===== src/rtl/core/qer_div_cell.sv =====
`default_nettype none

module qer_div_cell #(
    parameter int DW     = 33,
    parameter int NB     = 50,
    parameter int SIDE_W = 8
) (
    input  wire logic                    clk,
    input  wire logic                    rst_n,
    input  wire logic                    adv,
    input  wire logic                    vld_in,
    input  wire logic [DW-1:0]           den_in,
    input  wire logic [1:0][NB-1:0]      num_in,
    input  wire logic [1:0][DW-1:0]      rem_in,
    input  wire logic [1:0][NB-1:0]      quo_in,
    input  wire logic [SIDE_W-1:0]       side_in,
    output logic                         vld_out,
    output logic [DW-1:0]                den_out,
    output logic [1:0][NB-1:0]           num_out,
    output logic [1:0][DW-1:0]           rem_out,
    output logic [1:0][NB-1:0]           quo_out,
    output logic [SIDE_W-1:0]            side_out
);
    logic                 vld_reg;
    logic [DW-1:0]        den_reg;
    logic [1:0][NB-1:0]   num_reg, quo_reg;
    logic [1:0][DW-1:0]   rem_reg, rem_nx;
    logic [SIDE_W-1:0]    side_reg;
    logic [1:0][DW:0]     r2;
    logic [1:0]           ge;

    // Restoring division, one quotient bit per cell for both roots.
    always_comb
    begin
        for (int i = 0; i < 2; i++)
        begin
            r2[i]     = {rem_in[i], num_in[i][NB-1]};
            ge[i]     = (r2[i] >= {1'b0, den_in});
            rem_nx[i] = ge[i] ? DW'(r2[i] - {1'b0, den_in}) : DW'(r2[i]);
        end
    end

    always_ff @(posedge clk or negedge rst_n)
    begin
        if (!rst_n)
        begin
            vld_reg <= 1'b0;
        end
        else if (adv)
        begin
            vld_reg <= vld_in;
        end
    end

    always_ff @(posedge clk)
    begin
        if (adv)
        begin
            den_reg  <= den_in;
            side_reg <= side_in;
            rem_reg  <= rem_nx;
            for (int i = 0; i < 2; i++)
            begin
                num_reg[i] <= num_in[i] << 1;
                quo_reg[i] <= {quo_in[i][NB-2:0], ge[i]};
            end
        end
    end

    assign vld_out  = vld_reg;
    assign den_out  = den_reg;
    assign num_out  = num_reg;
    assign rem_out  = rem_reg;
    assign quo_out  = quo_reg;
    assign side_out = side_reg;

endmodule

`default_nettype wire


===== config.mk =====
export PLATFORM = sky130hd
export DESIGN_NAME = qer_div_cell
export DESIGN_NICKNAME = d
export VERILOG_FILES = /design/src/rtl/core/qer_div_cell.sv
export SDC_FILE = /design/constraint.sdc
export NUM_CORES = 1
export LEC_CHECK = 0
export BUFFER_PORTS_ARGS = -buffer_cell sky130_fd_sc_hd__buf_2
export CELL_PAD_IN_SITES_DETAIL_PLACEMENT = 0
export CELL_PAD_IN_SITES_GLOBAL_PLACEMENT = 2
export CORE_AREA = 10 10 233 235
export CTS_CLUSTER_SIZE = 25
export DETAILED_ROUTE_END_ITERATION = 8
export DIE_AREA = 0 0 243 245
export PLACE_DENSITY = 0.81
export SLEW_MARGIN = 20
export SYNTH_ARGS = -nofsm -noshare
export SYNTH_HDL_FRONTEND = slang
export SYNTH_SLANG_ARGS = --single-unit

===== constraint.sdc =====
create_clock -name clk -period 0.86 [get_ports clk]
set_input_delay 0.172 -clock clk [delete_from_list [all_inputs] [get_ports clk]]
set_output_delay 0.172 -clock clk [all_outputs]
set_load 0.05 [all_outputs]

==> impl_metrics.py <==
metrics = {
    "sta": {
        "fin_ws_ps": -1950,
        "fmax_mhz": 356,
        "worst_pin_slew_ps": 814,
        "period_share": 3.26,
        "clock_skew_ps": 0,
        "period_needed_ps": 2810,
        "relSlewSlack": 0.443,
        "finalHoldViolations": 0,
        "rsz0062_at_grt": "true",
        "hold_ws_ps": 30.9,
        "slew_viol_final": 0,
        "setup_viol": 374,
    },
    "route": {
        "route.detailed.drc": 0,
        "ant_nets": 0,
        "vias": 13724,
        "first_iter_violations": 835,
        "drt-vias-per-instance": 4.71,
        "post_drt_wl_per_cell_um": 24.9,
        "routed_wl_um": 72500,
        "dr.pass1.iters": 5,
    },
    "grt": {
        "grt_pass1_wl_um": 104000,
        "use_met3": 0.0551,
        "grt_pass1_vias": 14625,
        "grt_max_degree": 28,
        "grt-busiest-layer": "met2",
        "antenna_found_initial": 17,
        "gr-usage-all-layers": 0.234,
        "grt_use_met1": 0.257,
        "grt_use_met2": 0.432,
        "overflow": 0,
    },
    "synthesis": {
        "synth-seq-cells": 306,
        "yosysSeqAreaShare": 0.662,
        "yosysWarnings": 0,
        "netlist.area_leader.share": 0.660,
        "yosys.area.top_type": "edfxtp_1",
        "synth_edf_count": 305,
        "ys_types": 72,
        "post_synth.cell_area_avg_um2": 14.4,
        "netlist_instances": 960,
        "async_flop_share": 0.00327,
        "syn_area_um2": 13900,
        "ys.flop_type": "edfxtp_1",
        "synth.area.top_cells": "edfxtp_1, ha_1, a21oi_1, mux2_4, xnor2_1",
    },
    "outcome": {
        "status": "complete, but fails checks",
        "violations": "setup timing",
    },
    "placed_design": {
        "gp_congestion": 0.905,
        "placed_cell_area_um2": 21100,
        "io_buffers": 614,
        "hpwlAfterDp_um": 54200,
    },
    "critical_path": {
        "critical_path_class": "in2reg",
        "worstSetupEndpointType": "flip-flop",
        "worstSetupStartpointType": "input port",
        "cp.required_ps": 1140,
        "cp_max_fo": 27,
        "crit_arrival_ps": 3080,
    },
    "clock_network": {
        "clock_latency_ps": 520,
        "clock_path_buffers": 3,
        "cts-root-buf": "clkbuf_16",
        "cts_sinks": 306,
        "path_clk_slew_ps": 60,
        "htreeDepth": 2,
        "cts-buffers-inserted": 36,
        "tritoncts": "built",
    },
    "die": {
        "fp.dieH_um": 245,
        "rows": 82,
        "die_w_um": 243,
        "core_area_um2": 49700,
        "start_util": 0.279,
        "dieArea_um2": 59500,
        "ioPinCount": 619,
    },
    "layout": {
        "drive_gt1_frac": 0.496,
        "area.growth.synth_to_final_pct": 96.6,
        "design_area_um2": 27300,
        "final_nets": 2581,
    },
    "worst_hold_path": {
        "hold_class": "in2reg",
    },
    "flow_run": {
        "drv_cap": 0,
    },
    "power_and_ir_drop": {
        "pwr_density_cell_nw_per_um2": 1940,
        "ir_drop_mv": 1.42,
        "leakage_nw": 12.1,
    },
}
[synthesized netlist by cell type, drive strengths merged, types with 3 or more instances]
cell and count:
o211ai 10, clkbuf 17, o21ai 34, buf 8
a21o 37, and3 10, o21a 13, nand4 13
edfxtp 305, nand2 40, xnor2 32, a21oi 57
nor2 49, nor2b 6, ha 66, inv 60
mux2 49, a221oi 3, o21bai 5, or2 6
or3 3, a21boi 5, nor4 3, o31ai 12
nand3 17, a31o 4, nor3 17, o31a 4
a211oi 8, xor2 15, a31oi 7
[placed cells by master (no fill, tap or decap), types with 7 or more instances in the layout]
cell	n
o21ai_0	31
ha_1	63
clkbuf_16	37
clkinv_2	7
a21o_1	37
xnor2_1	32
nor3_1	11
o21a_1	12
buf_2	304
nand2_1	40
a31oi_1	7
a21oi_1	52
nand4_1	13
o31ai_2	7
xor2_1	14
buf_6	258
dlygate4sd3_1	283
nand3_1	17
nor2_1	48
mux2_4	34
o211ai_1	10
inv_1	52
diode_2	15
buf_12	70
and3_1	10
mux2_2	7
edfxtp_1	305
buf_4	304
mux2_1	8
[metrics by stage]
stage | std cells | worst slack, ps | setup TNS (ps) | power, mW | util
finish | 2913 | -1950 | -249570 | 52.8 | 0.549
global placement | 2530 | -2690 | -189820 | 33.9 | 0.426
global route | 2909 | -1990 | -267270 | 54.6 | 0.549
CTS | 2895 | -1910 | -256440 | 52.9 | 0.546
detailed placement | 2530 | -2740 | -194130 | 34.0 | 0.426
floorplan | 961 | -2460 | -146610 | 27.3 | -
[logic make-up after synthesis]
kind of cell / after synthesis / synth area share
DFF: 306 / 0.662
other: 1 / 0.000270
and+or+nand+nor: 179 / 0.0640
AOI/OAI and AO/OA: 223 / 0.109
adders and majority gates: 68 / 0.0624
xor gates and xnor gates: 47 / 0.0297
buffers and inverters: 85 / 0.0258
muxes: 51 / 0.0464
[report_power, final]
group / internal (mW) / switching (mW) / total, mW / leakage, nW
clock network: 9.37 / 6.40 / 15.8 / 0.586
registers: 18.2 / 0.956 / 19.2 / 3.00
logic: 7.99 / 9.92 / 17.9 / 8.51
total: 35.6 / 17.3 / 52.8 / 12.1
[path summary, 6_finish.rpt]
check | from | end | slack [ps] | cells after the start
max | num_in[99] | rem_out[37]$_DFFE_PP_ | -1950 | 15
min | rem_in[51] | rem_out[52]$_DFFE_PP_ | 30 | 2
max reg2reg | vld_out$_DFFE_PN0P_ | vld_out$_DFFE_PN0P_ | 80 | 1
min reg2reg | vld_out$_DFFE_PN0P_ | vld_out$_DFFE_PN0P_ | 530 | 1
max in group asynchronous | rst_n | vld_out$_DFFE_PN0P_ | 200 | 3
min in group asynchronous | rst_n | vld_out$_DFFE_PN0P_ | 520 | 3
[critical path, cell delays in order]
cell and delay, ps:
buf_8 110, inv_12 40, ha_4 120, inv_2 30, fa_2 340, a21o_1 200
a221oi_2 250, buf_4 180, o221ai_2 110, a2111o_1 430, a211oi_2 290, o31a_4 160
o21a_4 180, inv_12 100, mux2_1 330
[area by class of cell]
cell class              count  area, um2
clock buffers              39        933
repair buffers           1225      11000
well taps                 672        841
multi-input cells         570       4650
repair inverters            3       52.6
clock inverters            23        255
flip-flops and latches    306       9190
diodes                     15       37.5
inverters                  60        275
fillers                  4042      22400
[flip-flops by register name (all words and copies together) (netlist names)]
name and cells:
den_out 33, side_out 8, num_out 98, rem_out 66, vld_out 1, quo_out 100
[layer usage]
| layer | vias to the layer above | share of wire |
|---|---|---|
| li1 | 6199 | - |
| met1 | 6832 | 0.37 |
| met2 | 581 | 0.53 |
| met3 | 112 | 0.063 |
| met4 | 0 | 0.036 |
| met5 | - | 0 |
[repair_timing]
action,CTS,global route
setup endpoints to repair,374,374
gates cloned,3,0
hold buffers,283,0
hold endpoints to repair,282,0
gates resized for setup,555,21
pin swaps,21,18
setup buffers,21,9
No activity file was read; power rests on OpenSTA's default activity.
