### config.mk
export PLATFORM = sky130hd
export DESIGN_NAME = qer_sqrt_cell
export DESIGN_NICKNAME = d
export VERILOG_FILES = /design/src/rtl/core/qer_sqrt_cell.sv
export SDC_FILE = /design/constraint.sdc
export NUM_CORES = 1
export LEC_CHECK = 0
export BUFFER_PORTS_ARGS = -buffer_cell sky130_fd_sc_hd__buf_2
export CORE_ASPECT_RATIO = 2
export CORE_MARGIN = 5
export CORE_UTILIZATION = 40
export DETAILED_ROUTE_END_ITERATION = 8
export PLACE_DENSITY = 0.74
export SLEW_MARGIN = 20
export SYNTH_ARGS = -nofsm -noshare
export SYNTH_HDL_FRONTEND = slang
export SYNTH_SLANG_ARGS = --single-unit
### constraint.sdc
create_clock -name clk -period 1 [get_ports clk]
set_clock_uncertainty 0.05 [all_clocks]
set_input_delay 0.05 -clock clk [delete_from_list [all_inputs] [get_ports clk]]
set_output_delay 0.05 -clock clk [all_outputs]
set_load 0.01 [all_outputs]
### src/rtl/core/qer_sqrt_cell.sv
`default_nettype none

module qer_sqrt_cell #(
    parameter int RB     = 49,
    parameter int SIDE_W = 8
) (
    input  wire logic                clk,
    input  wire logic                rst_n,
    input  wire logic                adv,
    input  wire logic                vld_in,
    input  wire logic [2*RB-1:0]     rad_in,
    input  wire logic [RB:0]         rem_in,
    input  wire logic [RB-1:0]       root_in,
    input  wire logic [SIDE_W-1:0]   side_in,
    output logic                     vld_out,
    output logic [2*RB-1:0]          rad_out,
    output logic [RB:0]              rem_out,
    output logic [RB-1:0]            root_out,
    output logic [SIDE_W-1:0]        side_out
);
    localparam int RW = RB + 3;

    logic              vld_reg;
    logic [2*RB-1:0]   rad_reg;
    logic [RB:0]       rem_reg;
    logic [RB-1:0]     root_reg;
    logic [SIDE_W-1:0] side_reg;
    logic [RW-1:0]     rem2, trial, rem_dif;
    logic              ge;

    // One root bit per cell: bring down two radicand bits, try root*4+1.
    always_comb
    begin
        rem2    = {rem_in, rad_in[2*RB-1 -: 2]};
        trial   = RW'({root_in, 2'b01});
        ge      = (rem2 >= trial);
        rem_dif = ge ? (rem2 - trial) : rem2;
    end

    always_ff @(posedge clk or negedge rst_n)
    begin
        if (!rst_n)
        begin
            vld_reg <= 1'b0;
        end
        else if (adv)
        begin
            vld_reg <= vld_in;
        end
    end

    always_ff @(posedge clk)
    begin
        if (adv)
        begin
            rad_reg  <= rad_in << 2;
            rem_reg  <= rem_dif[RB:0];
            root_reg <= {root_in[RB-2:0], ge};
            side_reg <= side_in;
        end
    end

    assign vld_out  = vld_reg;
    assign rad_out  = rad_reg;
    assign rem_out  = rem_reg;
    assign root_out = root_reg;
    assign side_out = side_reg;

endmodule

`default_nettype wire

==> impl_metrics.csv, run 1 <==
group,metric,value,unit
floorplanning,die_h,235,µm
route,drt_pass1_iterations,5,
worst_setup_path,r2r_start,"vld_out",
layout,final_common_cell,"buf_2",
synthesis,yosysWarnings,0,
synthesis,syn_area_per_cell,13.5,µm²
layout,fin_util,72.7,%
min_path,min_path_type,"primary input to flop",
floorplanning,design.portCount,415,
clock_tree,cts.sinks,204,
clock_tree,clkTransAtPathRegs,70,ps
synthesis,async_reset_ff_share,0.490,%
layout,area_growth,80.0,%
place,io_buffer_count,412,
place,placement.cell_area,14500,µm²
min_path,hp-start,"rad_in[97]",
global_route,grt_max_degree,36,
clock_tree,cts_max_path_buffers,3,
synthesis,synthDistinctLibCells,63,
synthesis,ys.flop_type,"edfxtp_1",
run_status,violations,"negative setup slack",
clock_tree,h-tree-depth,1,
global_route,antenna_found_initial,10,
global_route,grt.total_usage,27.5,%
sta,period_share,246,%
worst_setup_path,cp-start-kind,"primary input",
run_status,status,"finished, violations left",
global_route,grt_pass1_vias,10728,
worst_setup_path,cp_max_fo,5,
synthesis,synth_area_leaders,"edfxtp_1, mux2_4, ha_1",
sta,timing.hold.ws,37.4,ps
global_route,grt-ovfl-total,0,
floorplanning,die_w,122,µm
power_and_ir_drop,ir_worst_vdd,0.00112,V
layout,design_area,18200,µm²
clock_tree,cts_tree,"yes",
sta,layout_setup_ws,-1460,ps
power_and_ir_drop,power_per_cell_area,1450,nW/µm²
flow_run,drv_cap,0,
place,gp_congestion,0.916,
clock_tree,numCtsBuffers,19,
synthesis,synth-seq-area-share,60.6,%
layout,layout-drive-gt1-share,50.8,%
worst_setup_path,worstSetupEndpointType,"flop",
clock_tree,root_buffer,"clkbuf_16",
synthesis,synth_seq_cells,204,
route,via_per_inst,5.14,
floorplanning,start_util,40.4,%
power_and_ir_drop,power,26.4,mW
sta,min_period,2460,ps
sta,final_max_slew_viol_count,0,
synthesis,synth_top_area_cell,"edfxtp_1",
route,initialDrtViolationCount,554,
floorplanning,rows,82,
route,wl_per_cell,22.4,µm
sta,rsz0062_at_grt,"true",
place,dpl.hpwl,28400,µm
floorplanning,die_area,28700,µm²
power_and_ir_drop,leakage,8.22,nW
route,drc,0,
worst_setup_path,critical_path.startpoint,"root_in[0]",
floorplanning,core,25000,µm²
sta,clock.fmax,407,MHz
worst_setup_path,worstPathRequired,1200,ps
sta,hold_viol,0,
route,routed_wl,44400,µm
worst_setup_path,arrival,2660,ps
layout,nets,1881,
synthesis,synth.cell_area,10100,µm²
clock_tree,insertion_delay,500,ps
synthesis,synth_edf_count,203,
layout,final_cell_mix,"buf_2, buf_4, dlygate4sd3_1",
synthesis,netlist.area_leader.share,60.3,%
route,vias,10188,
sta,setup_violations,255,
synthesis,synth_cells,748,
global_route,grt_pass1_wl,60100,µm
worst_setup_path,path_class,"primary input to flop",
layout,nFillCells,1651,
route,drtAntennaViolNets,0,
==> worst max-delay path, cell delays in order <==
cell and delay, ps:
buf_8 100, inv_4 50, ha_4 200, nor2b_4 130, o31ai_4 290, a31o_1 230
a21o_1 200, a211oi_4 90, o21ai_2 160, a221oi_2 90, a2111oi_4 330, buf_6 240
clkbuf_16 180, mux2_4 290
==> path summary, 6_finish.rpt <==
| path | to | slack (ps) | cells past startpoint |
|---|---|---|---|
| min in group asynchronous | vld_out | 370 | 3 |
| worst max-delay path | rem_out[47] | -1460 | 14 |
| worst min register to register | vld_out | 610 | 2 |
| worst max register to register | vld_out | 40 | 2 |
| worst min-delay path | rem_out[1] | 40 | 4 |
| max in group asynchronous | vld_out | 420 | 3 |
==> routing by layer <==
| layer | vias up | global-route usage (%) | wire length (µm) |
|---|---|---|---|
| li1 | 4559 | - | - |
| met1 | 4864 | 23.2 | 12900 |
| met2 | 569 | 54.1 | 25000 |
| met3 | 194 | 5.78 | 3190 |
| met4 | 2 | 18.3 | 3320 |
| met5 | - | 0 | 12 |
==> flip-flops by register name, indices dropped and copies added (netlist names) <==
| name | count |
|---|---|
| rad_out | 96 |
| side_out | 8 |
| root_out | 49 |
| rem_out | 50 |
| vld_out | 1 |
==> layout make-up <==
class / instances / area (µm²) / area share (%)
timing repair buffer: 878 / 6660 / 36.6
inverter: 64 / 270 / 1.49
antenna: 12 / 30.0 / 0.165
clock buffer: 20 / 479 / 2.63
sequential: 204 / 6120 / 33.6
tap: 336 / 420 / 2.31
clock inverter: 13 / 156 / 0.860
multi-input combinational: 454 / 4060 / 22.3
==> power breakdown <==
part / switching (mW) / internal (mW)
clock network: 3.43 / 4.31
logic: 3.68 / 4.28
registers: 0.299 / 10.4
total: 7.40 / 19.0
==> synth_stat cells (3+ instances only) <==
master	instances
a21o_1	27
or3_1	4
nand3_1	6
mux2i_1	4
nand2_1	41
and3_1	5
o21bai_1	5
mux2_4	46
nand4_1	15
buf_6	5
nor3_1	5
o21ai_0	18
nor4_1	4
xor2_1	17
o21a_1	10
a21oi_1	57
and4_1	4
a211oi_1	5
a31oi_1	7
nor2_1	31
buf_2	6
o211ai_1	6
xnor2_1	29
edfxtp_1	203
and2_1	3
nand3b_1	3
clkbuf_1	13
ha_1	51
nor2b_1	4
inv_1	63
o21ai_1	10
==> per-stage QoR <==
| step | setup WS (ps) | setup TNS (ps) | cells |
|---|---|---|---|
| after floorplan | -1710 | -85950 | 749 |
| after global placement | -2070 | -102080 | 1699 |
| after detailed placement | -2170 | -104590 | 1699 |
| after CTS | -1420 | -96700 | 1949 |
| after global routing | -1560 | -108800 | 1980 |
| final | -1460 | -98700 | 1981 |
==> repair_timing <==
item,in CTS,in global routing
buffers inserted,10,13
hold buffers,206,0
setup endpoints to repair,255,318
endpoints found under the hold margin,225,0
pin swaps,5,17
resized for setup,80,52
gates cloned,1,7
==> cell families after synthesis <==
| logic type | share of synthesized area (%) |
|---|---|
| AND/OR/NAND/NOR | 6.50 |
| XOR/XNOR | 3.99 |
| other | 0.0371 |
| flip-flops | 60.6 |
| AO/OA/AOI/OAI | 11.2 |
| buffers and inverters | 3.90 |
| multiplexers | 7.46 |
| adder cells (fa/ha/maj) | 6.32 |
Note: power is estimated with default switching activity, not from simulation.
==> run 2: changes to the inputs <==
- clock period: 1 -> 2.95 ns (I/O delays scaled with it)
==> impl_metrics.csv, run 2 (synthesized netlist as in run 1, its figures left out) <==
group,metric,value,unit
floorplanning,core,25000,µm²
sta,layout_setup_ws,111,ps
clock_tree,cts_max_path_buffers,3,
floorplanning,rows,82,
sta,setup_violations,0,
sta,final_max_slew_viol_count,0,
place,place_ws,-391,ps
worst_setup_path,r2r-end,"vld_out",
worst_setup_path,arrival,3050,ps
layout,area_growth,60.7,%
clock_tree,numCtsBuffers,19,
power_and_ir_drop,ir_worst_vdd,0.000383,V
clock_tree,h-tree-depth,1,
layout,largest_register_ffs,96,
global_route,grt-ovfl-total,0,
worst_setup_path,worstSetupEndpointType,"flop",
sta,period_share,96.2,%
route,wl_per_cell,20.0,µm
layout,finalNonFillerCells,1844,
route,drc,0,
floorplanning,die_h,235,µm
floorplanning,design.portCount,415,
min_path,whs_endpoint,"rem_out[38]",
flow_run,drv_cap,0,
global_route,grt_max_degree,67,
place,gp_congestion,0.893,
floorplanning,die_w,122,µm
worst_setup_path,cpPeakStageDelay,550,ps
sta,worst-slew-pin-transition,584,ps
route,vias,9116,
worst_setup_path,cpMaxStageDelayCell,"dlygate4sd3_1",
worst_setup_path,cp_max_fo,12,
clock_tree,cts.sinks,204,
clock_tree,clkTransAtPathRegs,70,ps
sta,rsz0062_at_grt,"true",
power_and_ir_drop,leakage,7.41,nW
worst_setup_path,crit_chain,"dlygate4sd3_1 > buf_2 > ha_1 > and3_4 > nand2_1 > or3_4 > o21ai_1 > nor2_1 > a221oi_2 > a2111oi_4 > buf_12 > buf_12 > mux2_4",
min_path,min_path_type,"primary input to flop",
layout,final_cell_mix,"buf_2, edfxtp_1, dlygate4sd3_1",
route,initialDrtViolationCount,421,
worst_setup_path,path_common_cell,"buf_12",
worst_setup_path,r2r_cells,1,
worst_setup_path,path_class,"primary input to flop",
global_route,grt_pass1_vias,9903,
layout,final_common_cell,"buf_2",
route,drtAntennaViolNets,0,
route,routed_wl,36900,µm
sta,slew_headroom,61.0,%
global_route,antenna_found_initial,2,
clock_tree,root_buffer,"clkbuf_16",
min_path,hold_depth,3,
power_and_ir_drop,power_per_cell_area,514,nW/µm²
place,dp_cells,1605,
worst_setup_path,worstPathRequired,3160,ps
worst_setup_path,reg2reg_slack,2150,ps
worst_setup_path,cp-start-kind,"primary input",
floorplanning,die_area,28700,µm²
floorplanning,start_util,40.4,%
sta,hold_viol,0,
clock_tree,insertion_delay,500,ps
route,via_per_inst,4.94,
run_status,status,"finished, final reports clean",
layout,layout-drive-gt1-share,42.8,%
route,drt_pass1_iterations,5,
global_route,grt_pass1_wl,54300,µm
worst_setup_path,r2r_start,"vld_out",
place,io_buffer_count,412,
layout,nets,1753,
global_route,grt.total_usage,24.8,%
sta,min_period,2840,ps
place,dpl.hpwl,26900,µm
min_path,hp-start,"rem_in[36]",
clock_tree,cts_tree,"yes",
sta,clock.fmax,352,MHz
## run 2: how the worst max path moves through the flow
stage                startpoint           to  slack [ps]
floorplan           root_in[12]  rem_out[10]          30
detailed placement    rem_in[0]  rem_out[25]        -390
finish               rem_in[43]  rem_out[18]         110
global placement      rem_in[0]  rem_out[14]        -300
global route         rem_in[43]  rem_out[46]         -30
CTS                  rem_in[32]  rem_out[45]          10
## run 2: report_power, final
group	internal, mW	switching, mW	leakage [nW]	total (mW)
Clock	1.38	1.11	0.300	2.49
Sequential	3.54	0.0841	2.00	3.62
Combinational	1.15	1.08	5.11	2.23
## run 2: per-layer routing
layer / wire (µm) / vias up / GRT usage [%]
met5: 0 / - / 0
met4: 2160 / 0 / 14.0
met3: 2730 / 110 / 5.37
met2: 20900 / 392 / 49.2
met1: 11100 / 4323 / 21.6
li1: - / 4291 / -
## run 2: metrics by stage
stage / TNS [ps] / hold slack (ps) / power (mW) / utilization [%] / instance area, µm²
finish: 0 / 26.6 / 8.34 / 64.9 / 16200
global route: -348 / 22.9 / 8.70 / 64.8 / 16200
CTS: 0 / 5.35 / 8.35 / 64.6 / 16200
detailed placement: -18020 / -125 / 5.65 / 54.1 / 13500
global placement: -13490 / -127 / 5.61 / 54.1 / 13500
floorplan: 0 / -198 / 4.67 / - / 10100
## run 2: cell type report
type | instances | area (µm²)
clock inverters | 12 | 130
repair buffers | 750 | 5200
well taps | 336 | 420
fillers | 1913 | 8800
multi-input cells | 454 | 3630
inverters | 64 | 240
clock buffers | 21 | 483
diodes | 3 | 7.51
flip-flops and latches | 204 | 6120
## run 2: critical path: cells and delay by family
kind	cells	cell delay, ps
buffers and inverters	4	990
AND/OR/NAND/NOR	4	770
AO/OA/AOI/OAI	3	500
adder cells (fa/ha/maj)	1	310
multiplexers	1	310
## run 2: timing repair
item | 4_1_cts | 5_1_grt
resized for setup | 0 | 9
buffers inserted | 0 | 1
endpoints found under the setup margin | 0 | 46
hold buffers | 202 | 0
endpoints found under the hold margin | 201 | 0
==> run 3: changes to the inputs <==
- ABC_AREA: unset -> 1
- PLACE_DENSITY: 0.74 -> 0.73
==> impl_metrics.csv, run 3 <==
group,metric,value,unit
sta,setup_violations,0,
synthesis,synth_common_cells,"nand2_1, inv_1, edfxtp_1",
worst_setup_path,cp_max_fo,29,
synthesis,synth_seq_cells,204,
worst_setup_path,reg2reg_slack,2140,ps
global_route,grt_max_degree,83,
synthesis,synth_cells,1332,
layout,final-seq-area,6120,µm²
sta,clock.fmax,396,MHz
flow_run,drv_cap,0,
power_and_ir_drop,swShare,28.5,%
clock_tree,cts_max_path_buffers,3,
synthesis,syn_area_per_cell,8.64,µm²
layout,nFillCells,2515,
floorplanning,die_w,130,µm
floorplanning,core,28600,µm²
power_and_ir_drop,switchingPower,2.30,mW
layout,final_cell_mix,"nand2_1, buf_2, inv_1",
worst_setup_path,cp_top_family,"buffers and inverters",
sta,min_period,2520,ps
sta,hold_viol,0,
place,dpl.hpwl,29000,µm
clock_tree,cts_setup_buffers,0,
route,vias,10847,
synthesis,synth_edf_count,203,
place,io_buffer_count,412,
clock_tree,root_buffer,"clkbuf_16",
synthesis,netlist.area_leader.share,53.0,%
worst_setup_path,arrival,2720,ps
synthesis,yosysWarnings,0,
min_path,min_path_type,"primary input to flop",
synthesis,synth.cell_area,11500,µm²
clock_tree,clkTransAtPathRegs,60,ps
global_route,grt-ovfl-total,0,
worst_setup_path,cpMaxStageDelayCell,"dlygate4sd3_1",
worst_setup_path,worstSetupEndpointType,"flop",
route,drc,0,
synthesis,synthDistinctLibCells,38,
worst_setup_path,cp-start-kind,"primary input",
power_and_ir_drop,p_seq_share,44.5,%
power_and_ir_drop,p_int,5.77,mW
layout,largest_register_ffs,96,
layout,area_growth,45.0,%
floorplanning,rows,88,
sta,timing.hold.ws,6.19,ps
route,drt_pass1_iterations,8,
route,via_per_inst,4.65,
route,initialDrtViolationCount,571,
clock_tree,cts.sinks,204,
layout,layout-drive-gt1-share,24.6,%
worst_setup_path,worstPathRequired,3150,ps
worst_setup_path,path_class,"primary input to flop",
global_route,grt_pass1_wl,58900,µm
layout,multi_input_area,4200,µm²
synthesis,synth_top_area_cell,"edfxtp_1",
sta,tns,0,ps
route,drtAntennaViolNets,0,
place,gp_congestion,0.956,
route,wl_per_cell,16.5,µm
power_and_ir_drop,clkPwrFrac,31.5,%
synthesis,synth-seq-area-share,53.2,%
synthesis,synth_area_leaders,"edfxtp_1, nand2_1, inv_1",
clock_tree,insertion_delay,510,ps
run_status,status,"finished, final reports clean",
clock_tree,h-tree-depth,1,
worst_setup_path,crit_buf_inv,5,
global_route,antenna_found_initial,0,
sta,rsz0062_at_grt,"false",
layout,nets,2223,
floorplanning,die_area,32500,µm²
floorplanning,die_h,250,µm
floorplanning,design.portCount,415,
sta,period_share,85.5,%
sta,slew_headroom,53.3,%
power_and_ir_drop,power_per_cell_area,484,nW/µm²
worst_setup_path,crit_chain,"dlygate4sd3_1 > buf_2 > inv_1 > ha_1 > nand2_1 > nor2_2 > inv_2 > nor2_4 > nand3_1 > nand3b_2 > nand2_2 > nand3_2 > buf_4 > o21ai_0",
power_and_ir_drop,ir_worst_vdd,0.000621,V
clock_tree,cts_tree,"yes",
power_and_ir_drop,combPwrFrac,24.0,%
layout,num_antenna_cells,0,
global_route,grt_pass1_vias,11373,
layout,final_common_cell,"nand2_1",
sta,worst-slew-pin-transition,701,ps
global_route,grt.total_usage,22.9,%
route,routed_wl,38600,µm
floorplanning,start_util,40.2,%
sta,final_max_slew_viol_count,0,
worst_setup_path,cpPeakStageDelay,530,ps
synthesis,yosysMostFrequentCell,"nand2_1",
clock_tree,numCtsBuffers,19,
power_and_ir_drop,leakage,8.48,nW
synthesis,async_reset_ff_share,0.490,%
synthesis,ys.flop_type,"edfxtp_1",
-- run 3: cell types whose count changed after synthesis, sizes merged, moves of 15 or more --
| cell | previous run | this run |
|---|---|---|
| inv | 64 | 290 |
| nor2 | 31 | 87 |
| a21o | 27 | 0 |
| mux2 | 48 | 1 |
| a21oi | 57 | 29 |
| nand2 | 42 | 464 |
| xnor2 | 29 | 1 |
| nand3b | 3 | 18 |
| nand4 | 15 | 35 |
| nand3 | 6 | 51 |
-- run 3: power by group through the flow --
| stage | logic (mW) | clock network (mW) | registers (mW) |
|---|---|---|---|
| after detailed placement | 1.71 | 0 | 3.65 |
| final | 1.93 | 2.54 | 3.59 |
| after global routing | 2.15 | 2.73 | 3.62 |
| after floorplan | 0.797 | 0 | 3.81 |
| after CTS | 1.93 | 2.62 | 3.59 |
| after global placement | 1.69 | 0 | 3.65 |
-- run 3: repair_timing --
action                                 in CTS  in global routing
resized for setup                           0                  0
endpoints found under the hold margin     202                  0
hold buffers                              203                  0
-- run 3: layout make-up --
| class | count | area share (%) |
|---|---|---|
| repair buffers | 625 | 25.2 |
| well taps | 360 | 2.70 |
| multi-input cells | 823 | 25.1 |
| inverters | 290 | 6.52 |
| clock buffers | 20 | 2.87 |
| flip-flops and latches | 204 | 36.7 |
| clock inverters | 12 | 0.885 |
-- run 3: per-stage QoR --
step                std cells  setup WS, ps  power [mW]  util [%]  cell area (µm²)
finish                   2334           428        8.07      58.3            16700
detailed placement       2099           445        5.36      49.0            14000
global placement         2099           541        5.33      49.0            14000
floorplan                1333           908        4.61         -            11500
global route             2334           276        8.50      58.3            16700
CTS                      2334           425        8.14      58.3            16700
-- run 3: tightest hold or removal path, delay by kind of cell --
kind / cells / cell delay [ps]
compound gates: 1 / 160
buf+inv: 2 / 150
-- run 3: worst paths after layout --
| kind | startpoint | cells after the start | to |
|---|---|---|---|
| max | root_in[17] | 14 | rem_out[19] |
| min | rem_in[17] | 3 | rem_out[19] |
| max reg2reg | vld_out | 1 | vld_out |
| min reg2reg | vld_out | 1 | vld_out |
| max in group asynchronous | rst_n | 3 | vld_out |
| min in group asynchronous | rst_n | 3 | vld_out |
-- run 3: cell families after synthesis --
| kind of cell | after synthesis | synth area share [%] |
|---|---|---|
| AOI/OAI and AO/OA | 67 | 3.15 |
| xor gates and xnor gates | 28 | 2.13 |
| adders and majority gates | 51 | 5.54 |
| buffers and inverters | 306 | 10.4 |
| DFF | 204 | 53.2 |
| muxes | 1 | 0.0978 |
| other | 1 | 0.0326 |
| and+or+nand+nor | 674 | 25.5 |
-- run 3: per-layer routing --
layer / routed length (µm) / track usage [%] / part of all wire (%) / vias up
li1: - / - / - / 5466
met1: 14400 / 26.4 / 37 / 4847
met2: 19500 / 42.1 / 51 / 465
met3: 3260 / 3.92 / 8.5 / 69
met4: 1400 / 7.43 / 3.6 / 0
met5: 0 / 0 / 0 / -
